### src/sv/kls_pkg.sv
// ============================================================================
// kls_pkg
// Shared types, codes and defaults for the keyed latency statistics table.
// ============================================================================
package kls_pkg;

    // Default sizes
    localparam int TABLE_DEPTH_DEF = 64;
    localparam int KEY_BITS_DEF    = 64;
    localparam int SLOT_W_MAX      = 10;

    // Register reset values
    localparam logic [31:0] LOW_THR_RST  = 32'd100000;
    localparam logic [31:0] MID_THR_RST  = 32'd500000;
    localparam logic [31:0] HIGH_THR_RST = 32'd1000000;
    localparam logic [31:0] OK_CODE_RST  = 32'd0;

    // Register indexes
    localparam logic [1:0] REG_LOW_THR  = 2'd0;
    localparam logic [1:0] REG_MID_THR  = 2'd1;
    localparam logic [1:0] REG_HIGH_THR = 2'd2;
    localparam logic [1:0] REG_OK_CODE  = 2'd3;

    // Request codes
    localparam logic [1:0] REQ_ADD   = 2'd0;
    localparam logic [1:0] REQ_QUERY = 2'd1;
    localparam logic [1:0] REQ_CLEAR = 2'd2;

    // Status codes
    localparam logic [1:0] ST_OK        = 2'd0;
    localparam logic [1:0] ST_NOT_FOUND = 2'd1;
    localparam logic [1:0] ST_FULL      = 2'd2;

    // Back-end operations
    localparam logic [1:0] OP_UPDATE = 2'd0;
    localparam logic [1:0] OP_READ   = 2'd1;
    localparam logic [1:0] OP_REPLY  = 2'd2;

    typedef struct packed {
        logic [1:0]         req_type;
        logic [63:0]        type_key;
        logic signed [31:0] result_code;
        logic [15:0]        weight;
        logic               times_present;
        logic [47:0]        begin_time_us;
        logic [47:0]        end_time_us;
        logic               tag_present;
        logic [31:0]        record_tag;
    } t_req;

    typedef struct packed {
        logic [1:0]  status;
        logic [31:0] all_count;
        logic [31:0] failed_count;
        logic [63:0] total_time_us;
        logic [31:0] max_time_us;
        logic [31:0] min_time_us;
        logic [31:0] bucket_low_count;
        logic [31:0] bucket_mid_count;
        logic [31:0] bucket_high_count;
        logic [31:0] tag_at_max;
    } t_res;

    typedef struct packed {
        logic [31:0] all_cnt;
        logic [31:0] fail_cnt;
        logic [63:0] total;
        logic [31:0] max_us;
        logic [31:0] min_us;
        logic [31:0] b_low;
        logic [31:0] b_mid;
        logic [31:0] b_high;
        logic [31:0] max_tag;
    } t_rec;

    // Classified command from front to back
    typedef struct packed {
        logic [1:0]            op;
        logic [1:0]            status;
        logic                  fresh;
        logic [SLOT_W_MAX-1:0] slot;
        logic                  failed;
        logic [15:0]           weight;
        logic                  times_present;
        logic [63:0]           diff;
        logic                  tag_present;
        logic [31:0]           tag;
    } t_cmd;

    typedef struct packed {
        logic [31:0] low_thr;
        logic [31:0] mid_thr;
        logic [31:0] high_thr;
        logic [31:0] ok_code;
    } t_cfg;

endpackage

### src/sv/kls_cmd_fifo.sv
// ============================================================================
// kls_cmd_fifo
// Two-entry queue of classified commands between front and back.
// ============================================================================
module kls_cmd_fifo (
    input  logic          i_clk,
    input  logic          i_rst_n,
    input  logic          i_push,
    input  kls_pkg::t_cmd i_data,
    output logic          o_full,
    input  logic          i_pop,
    output logic          o_empty,
    output kls_pkg::t_cmd o_data
);
    import kls_pkg::*;

    t_cmd       r_mem [2];
    logic       r_wp, r_rp;
    logic [1:0] r_cnt;

    assign o_full  = (r_cnt == 2'd2);
    assign o_empty = (r_cnt == 2'd0);
    assign o_data  = r_mem[r_rp];

    // Advance pointers and count
    always_ff @(posedge i_clk) begin
        if (!i_rst_n) begin
            r_wp  <= 1'b0;
            r_rp  <= 1'b0;
            r_cnt <= 2'd0;
        end else begin
            if (i_push) begin
                r_wp <= ~r_wp;
            end
            if (i_pop) begin
                r_rp <= ~r_rp;
            end
            if (i_push && !i_pop) begin
                r_cnt <= r_cnt + 2'd1;
            end else if (i_pop && !i_push) begin
                r_cnt <= r_cnt - 2'd1;
            end
        end
    end

    always_ff @(posedge i_clk) begin
        if (i_push) begin
            r_mem[r_wp] <= i_data;
        end
    end
endmodule

### config.mk
export PLATFORM = sky130hd
export DESIGN_NAME = kls_cmd_fifo
export DESIGN_NICKNAME = d
export VERILOG_FILES = /design/src/sv/kls_pkg.sv /design/src/sv/kls_cmd_fifo.sv
export SDC_FILE = /design/constraint.sdc
export NUM_CORES = 1
export LEC_CHECK = 0
export ABC_CLOCK_PERIOD_IN_PS = 10800
export BUFFER_PORTS_ARGS = -buffer_cell sky130_fd_sc_hd__buf_2
export CAP_MARGIN = 20
export CORE_ASPECT_RATIO = 0.7
export CORE_MARGIN = 4
export CORE_UTILIZATION = 35
export CTS_CLUSTER_SIZE = 40
export DETAILED_ROUTE_END_ITERATION = 10
export MAX_ROUTING_LAYER = met4
export SYNTH_ARGS = -nofsm -noshare
export SYNTH_HDL_FRONTEND = slang
export SYNTH_SLANG_ARGS = --single-unit
### constraint.sdc
create_clock -name i_clk -period 10.8 [get_ports i_clk]
set_input_delay 2.7 -clock i_clk [delete_from_list [all_inputs] [get_ports i_clk]]
set_output_delay 2.7 -clock i_clk [all_outputs]
set_load 0.01 [all_outputs]
==> results of run 1 <==
==> logic make-up after synthesis <==
| family | synth area share, % |
|---|---|
| flops | 82.2 |
| buf+inv | 1.44 |
| simple gates | 0.559 |
| compound gates | 0.208 |
| mux | 15.2 |
| fa+ha+maj | 0.130 |
| xor+xnor | 0.273 |
==> per-layer routing <==
| layer | vias up | track usage (%) | part of all wire [%] |
|---|---|---|---|
| met3 | 33 | 4.41 | 9.2 |
| li1 | 2269 | - | - |
| met5 | - | - | 0 |
| met1 | 2406 | 16.4 | 42 |
| met4 | 0 | 2.59 | 2.3 |
| met2 | 185 | 19.5 | 46 |
==> worst max-delay path, stage by stage, from the launching register on <==
cell and delay [ns]:
dfxtp_4 0.91, buf_4 0.85, mux2_2 0.44, buf_2 0.14
==> power by group through the flow <==
stage / combinational, uW / clock [uW] / sequential (uW)
2_1_floorplan: 134 / 0 / 1230
3_3_place_gp: 216 / 0 / 1230
3_5_place_dp: 222 / 0 / 1230
4_1_cts: 224 / 868 / 1210
5_1_grt: 238 / 914 / 1220
6_report: 219 / 838 / 1210
==> final cells by class <==
type / count / area (sq um)
Sequential cell: 265 / 7910
Antenna cell: 3 / 7.51
Fill cell: 2348 / 14800
Tap cell: 364 / 455
Clock buffer: 35 / 706
Clock inverter: 10 / 82.6
Multi-Input combinational cell: 146 / 1590
Timing Repair Buffer: 269 / 1360
Inverter: 1 / 3.75
==> placed cells by master (no fill, tap or decap) <==
cell,instances
buf_2,265
edfxtp_1,260
mux2_2,130
clkbuf_16,27
clkbuf_1,8
buf_4,4
dfxtp_1,4
diode_2,3
and2_1,3
clkinv_1,3
clkinv_2,3
xor2_1,2
nor2b_1,2
clkinvlp_4,2
nor2_1,1
and2_4,1
inv_1,1
nor2b_4,1
xnor2_1,1
o21a_1,1
o21ai_0,1
or3_1,1
a21boi_1,1
ha_1,1
dfxtp_4,1
bufinv_16,1
inv_8,1
==> worst paths after layout <==
check                 from      endpoint  slack, ns  depth (start not counted)
setup reg to reg      r_wp  r_mem[1][55]       8.32                          2
hold reg to reg   r_cnt[1]      r_cnt[1]       0.53                          2
setup / recovery      flop    o_data[72]       5.18                          3
hold / removal    r_cnt[1]      r_cnt[1]       0.53                          2
==> state kept, by name, indices dropped and copies added (netlist names), named ones only <==
register / count
r_mem: 260
r_rp: 1
r_cnt: 2
r_wp: 1
==> metrics by stage <==
stage                     total power [uW]  std cells  utilization (%)  setup slack (ns)  hold slack [ns]
after floorplan                       1360        426                -              1.80            0.466
after global routing                  2370       1093             45.0              5.01            0.575
final                                 2270       1093             45.0              5.18            0.527
after global placement                1450       1045             42.1              5.76            0.483
after CTS                             2300       1090             45.0              5.09            0.529
after detailed placement              1460       1045             42.1              5.67            0.518
==> results.sh, run 1 <==
export IMPL_clockRootBuffer="clkbuf_16"
export IMPL_finalMaxSlewViolations=0
export IMPL_nets=845
export IMPL_synth_area_top_cells="edfxtp_1, mux2_2, buf_6, dfxtp_1, and2_1"
export IMPL_clock_latency_ns=0.52
export IMPL_synth_area_sq_mm=0.00962
export IMPL_core_sq_mm=0.0269
export IMPL_drc_errors=0
export IMPL_wirelength_um=19600
export IMPL_powerDensity_mw_per_mm2=187
export IMPL_cts_htree_levels=1
export IMPL_grt_pass1_wl_um=29400
export IMPL_viasPerCell=4.48
export IMPL_yosysMostFrequentCell="edfxtp_1"
export IMPL_drv_cap=0
export IMPL_ys_types=17
export IMPL_fin_crit_sh_pct=52.0
export IMPL_cts_setup_buffers=0
export IMPL_port_buffers=265
export IMPL_clock_skew_ns=0.0176
export IMPL_drt_first_pass_iters=4
export IMPL_critPathLaunchType="flop"
export IMPL_rsz0062_at_grt="no"
export IMPL_cp_max_fo=70
export IMPL_syn_avg_cell_area_sq_um=22.6
export IMPL_yosys_warnings=0
export IMPL_fin_area_sq_mm=0.0121
export IMPL_required_ns=8.10
export IMPL_clock_path_buffers=3
export IMPL_vias=4893
export IMPL_cp_arrival_ns=2.92
export IMPL_yosysSeqAreaShare_pct=82.2
export IMPL_power_leakage_uw=0.00447
export IMPL_dieWidth_um=206
export IMPL_die_area_sq_mm=0.0303
export IMPL_ir_drop_mv=0.128
export IMPL_yosysTopAreaCellShare_pct=81.1
export IMPL_routabilityCongestion=0.725
export IMPL_overflow=0
export IMPL_max_clock_freq_mhz=178
export IMPL_clock_power_share_pct=36.9
export IMPL_grt_start_max_net_pins=72
export IMPL_yosys_area_top_type="edfxtp_1"
export IMPL_cts_sinks=265
export IMPL_clk_pin_slew_worst_paths_ns=0.06
export IMPL_synthCells=426
export IMPL_drtIter0Drc=174
export IMPL_cts_tree="done"
export IMPL_hold_path_class="flop to flop"
export IMPL_hold_buffers=0
export IMPL_io_pins=266
export IMPL_synth_seq_cells=265
export IMPL_p_sw_share_pct=21.7
export IMPL_synthFlopType="edfxtp_1"
export IMPL_yosys_top_cells_count="edfxtp_1, mux2_2, buf_6"
export IMPL_grt_usage_pct=12.6
export IMPL_grt_pass1_vias=5244
export IMPL_async_reset_ff_share_pct=0
export IMPL_initial_core_util_pct=35.8
export IMPL_cp_end_kind="primary output"
export IMPL_p_switching_uw=491
export IMPL_cts_resized=0
export IMPL_synth_edf_count=260
export IMPL_antenna_found_initial=3
export IMPL_seqPwrFrac_pct=53.4
export IMPL_numCtsBuffers=27
export IMPL_syn2layout_area_growth_pct=25.8
export IMPL_fp_dieH_um=147
export IMPL_timing_slew_headroom_pct=35.7
export IMPL_row_count=50
export IMPL_dpl_instance_area_sq_mm=0.0113
export IMPL_fin_setup_tns_ns=0
export IMPL_path_class="flop to primary output"
export IMPL_syn_nets=561
export IMPL_place_hpwl_um=13000
export IMPL_internal_power_uw=1780
export IMPL_postRouteAntennaNets=0
export IMPL_setup_viol=0
export IMPL_drive_gt1_share_pct=60.1
export IMPL_tightest_slew_ns=0.965
export IMPL_layout_min_cycle_time_ns=5.62
export IMPL_status="finished clean"
export IMPL_p_comb_share_pct=9.7
export IMPL_final_hold_viol_count=0
export IMPL_wl_per_cell_um=17.9
Power figures use the tool's default switching activity.
==> inputs of run 2 (changes only) <==
ABC_CLOCK_PERIOD_IN_PS = 5200   (was 10800)
clock period = 5.2 ns   (was 10.8 ns; I/O delays follow)
==> results.sh, run 2 (synthesis gave the netlist of run 1 again) <==
export IMPL_status="finished clean"
export IMPL_ir_drop_mv=0.279
export IMPL_cts_sinks=265
export IMPL_finalPower_uw=4960
export IMPL_clk_pin_slew_worst_paths_ns=0.06
export IMPL_wl_per_cell_um=17.9
export IMPL_fp_dieH_um=147
export IMPL_core_sq_mm=0.0269
export IMPL_ff2ff_setup_slack_ns=3.24
export IMPL_cts_resized=0
export IMPL_slowest_stage="dfxtp_4"
export IMPL_vias=4866
export IMPL_fin_setup_tns_ns=0
export IMPL_overflow=0
export IMPL_required_ns=3.90
export IMPL_power_leakage_uw=0.00455
export IMPL_max_clock_freq_mhz=264
export IMPL_path_delay_family="flip-flops"
export IMPL_routabilityCongestion=0.734
export IMPL_hold_buffers=0
export IMPL_cts_setup_buffers=0
export IMPL_drtIter0Drc=201
export IMPL_cp_max_fo=81
export IMPL_critPathLaunchType="flop"
export IMPL_min_from="r_cnt[1]"
export IMPL_row_count=50
export IMPL_largest_reg_flops=260
export IMPL_powerDensity_mw_per_mm2=404
export IMPL_setup_viol=0
export IMPL_clockRootBuffer="clkbuf_16"
export IMPL_clock_skew_ns=0.0106
export IMPL_worstPathCellList="buf_12, mux2_2, buf_2"
export IMPL_cp_arrival_ns=2.49
export IMPL_reg_top3="r_mem x260, r_cnt x2"
export IMPL_drt_first_pass_iters=4
export IMPL_reg2regPathDepth=2
export IMPL_grt_start_max_net_pins=82
export IMPL_dieWidth_um=206
export IMPL_path_class="flop to primary output"
export IMPL_layout_commonest_cell="buf_2"
export IMPL_syn2layout_area_growth_pct=27.6
export IMPL_port_buffers=265
export IMPL_regMostFlops="r_mem"
export IMPL_whs_ns=0.523
export IMPL_final_cell_mix="buf_2, edfxtp_1, mux2_2, clkbuf_16, clkinv_1"
export IMPL_initial_core_util_pct=35.8
export IMPL_postRouteAntennaNets=0
export IMPL_finalMaxSlewViolations=0
export IMPL_timing_slew_headroom_pct=48.3
export IMPL_antenna_found_initial=2
export IMPL_drv_cap=0
export IMPL_path_buf_inv=2
export IMPL_tightest_slew_ns=0.776
export IMPL_grt_pass1_wl_um=29500
export IMPL_grt_pass1_vias=5244
export IMPL_clock_path_buffers=3
export IMPL_nets=845
export IMPL_rsz0062_at_grt="no"
export IMPL_drc_errors=0
export IMPL_cp_end_kind="primary output"
export IMPL_fin_crit_sh_pct=72.8
export IMPL_slowest_delay_ns=0.80
export IMPL_r2r_start="r_wp"
export IMPL_hold_path_endpoint="r_cnt[1]"
export IMPL_place_hpwl_um=13100
export IMPL_final_hold_viol_count=0
export IMPL_wirelength_um=19600
export IMPL_io_pins=266
export IMPL_drive_gt1_share_pct=60.3
export IMPL_clock_latency_ns=0.53
export IMPL_hold_depth=2
export IMPL_die_area_sq_mm=0.0303
export IMPL_grt_usage_pct=12.8
export IMPL_cts_htree_levels=1
export IMPL_cts_tree="done"
export IMPL_hold_path_class="flop to flop"
export IMPL_viasPerCell=4.44
export IMPL_numCtsBuffers=27
export IMPL_r2r_end="r_mem[1][13]"
export IMPL_layout_min_cycle_time_ns=3.79
[run 2: worst max-delay path by stage]
stage,endpoint,slack [ns],depth (start not counted)
6_report,o_data[124],1.41,3
5_1_grt,o_data[6],1.29,3
4_1_cts,o_data[6],1.38,3
3_5_place_dp,o_data[6],1.98,3
3_3_place_gp,o_data[124],2.01,3
2_1_floorplan,r_mem[0][0],0.05,1
[run 2: area by class of cell]
type                    instances  area (sq um)
repair buffers                269          1390
fillers                      2319         14600
clock buffers                  31           691
well taps                     364           455
inverters                       1          3.75
clock inverters                19           230
diodes                          2          5.00
multi-input cells             146          1590
flip-flops and latches        265          7910
[run 2: worst register-to-register path: stages (launching register included)]
cell	delay, ns
dfxtp_1	0.38
and2_4	0.66
buf_12	0.46
[run 2: metrics by stage]
stage | utilization [%] | worst slack (ns) | std cells | cell area [sq um]
CTS | 45.6 | 1.38 | 1095 | 12300
finish | 45.6 | 1.41 | 1097 | 12300
detailed placement | 42.2 | 1.98 | 1045 | 11400
global placement | 42.2 | 2.01 | 1045 | 11400
floorplan | - | 0.0543 | 426 | 9630
global route | 45.6 | 1.29 | 1097 | 12300
[run 2: per-layer routing]
layer	wire length [um]	up-vias	share of wire, %	track usage [%]
met5	0	-	0	-
met4	306	0	1.6	2.46
met3	1700	22	8.6	4.37
met2	8910	197	45	19.5
met1	8730	2379	44	16.9
li1	-	2268	-	-
[run 2: power breakdown]
| group | switching (uW) | internal, uW |
|---|---|---|
| sequential | 40.7 | 2470 |
| clock | 776 | 1200 |
| combinational | 244 | 223 |
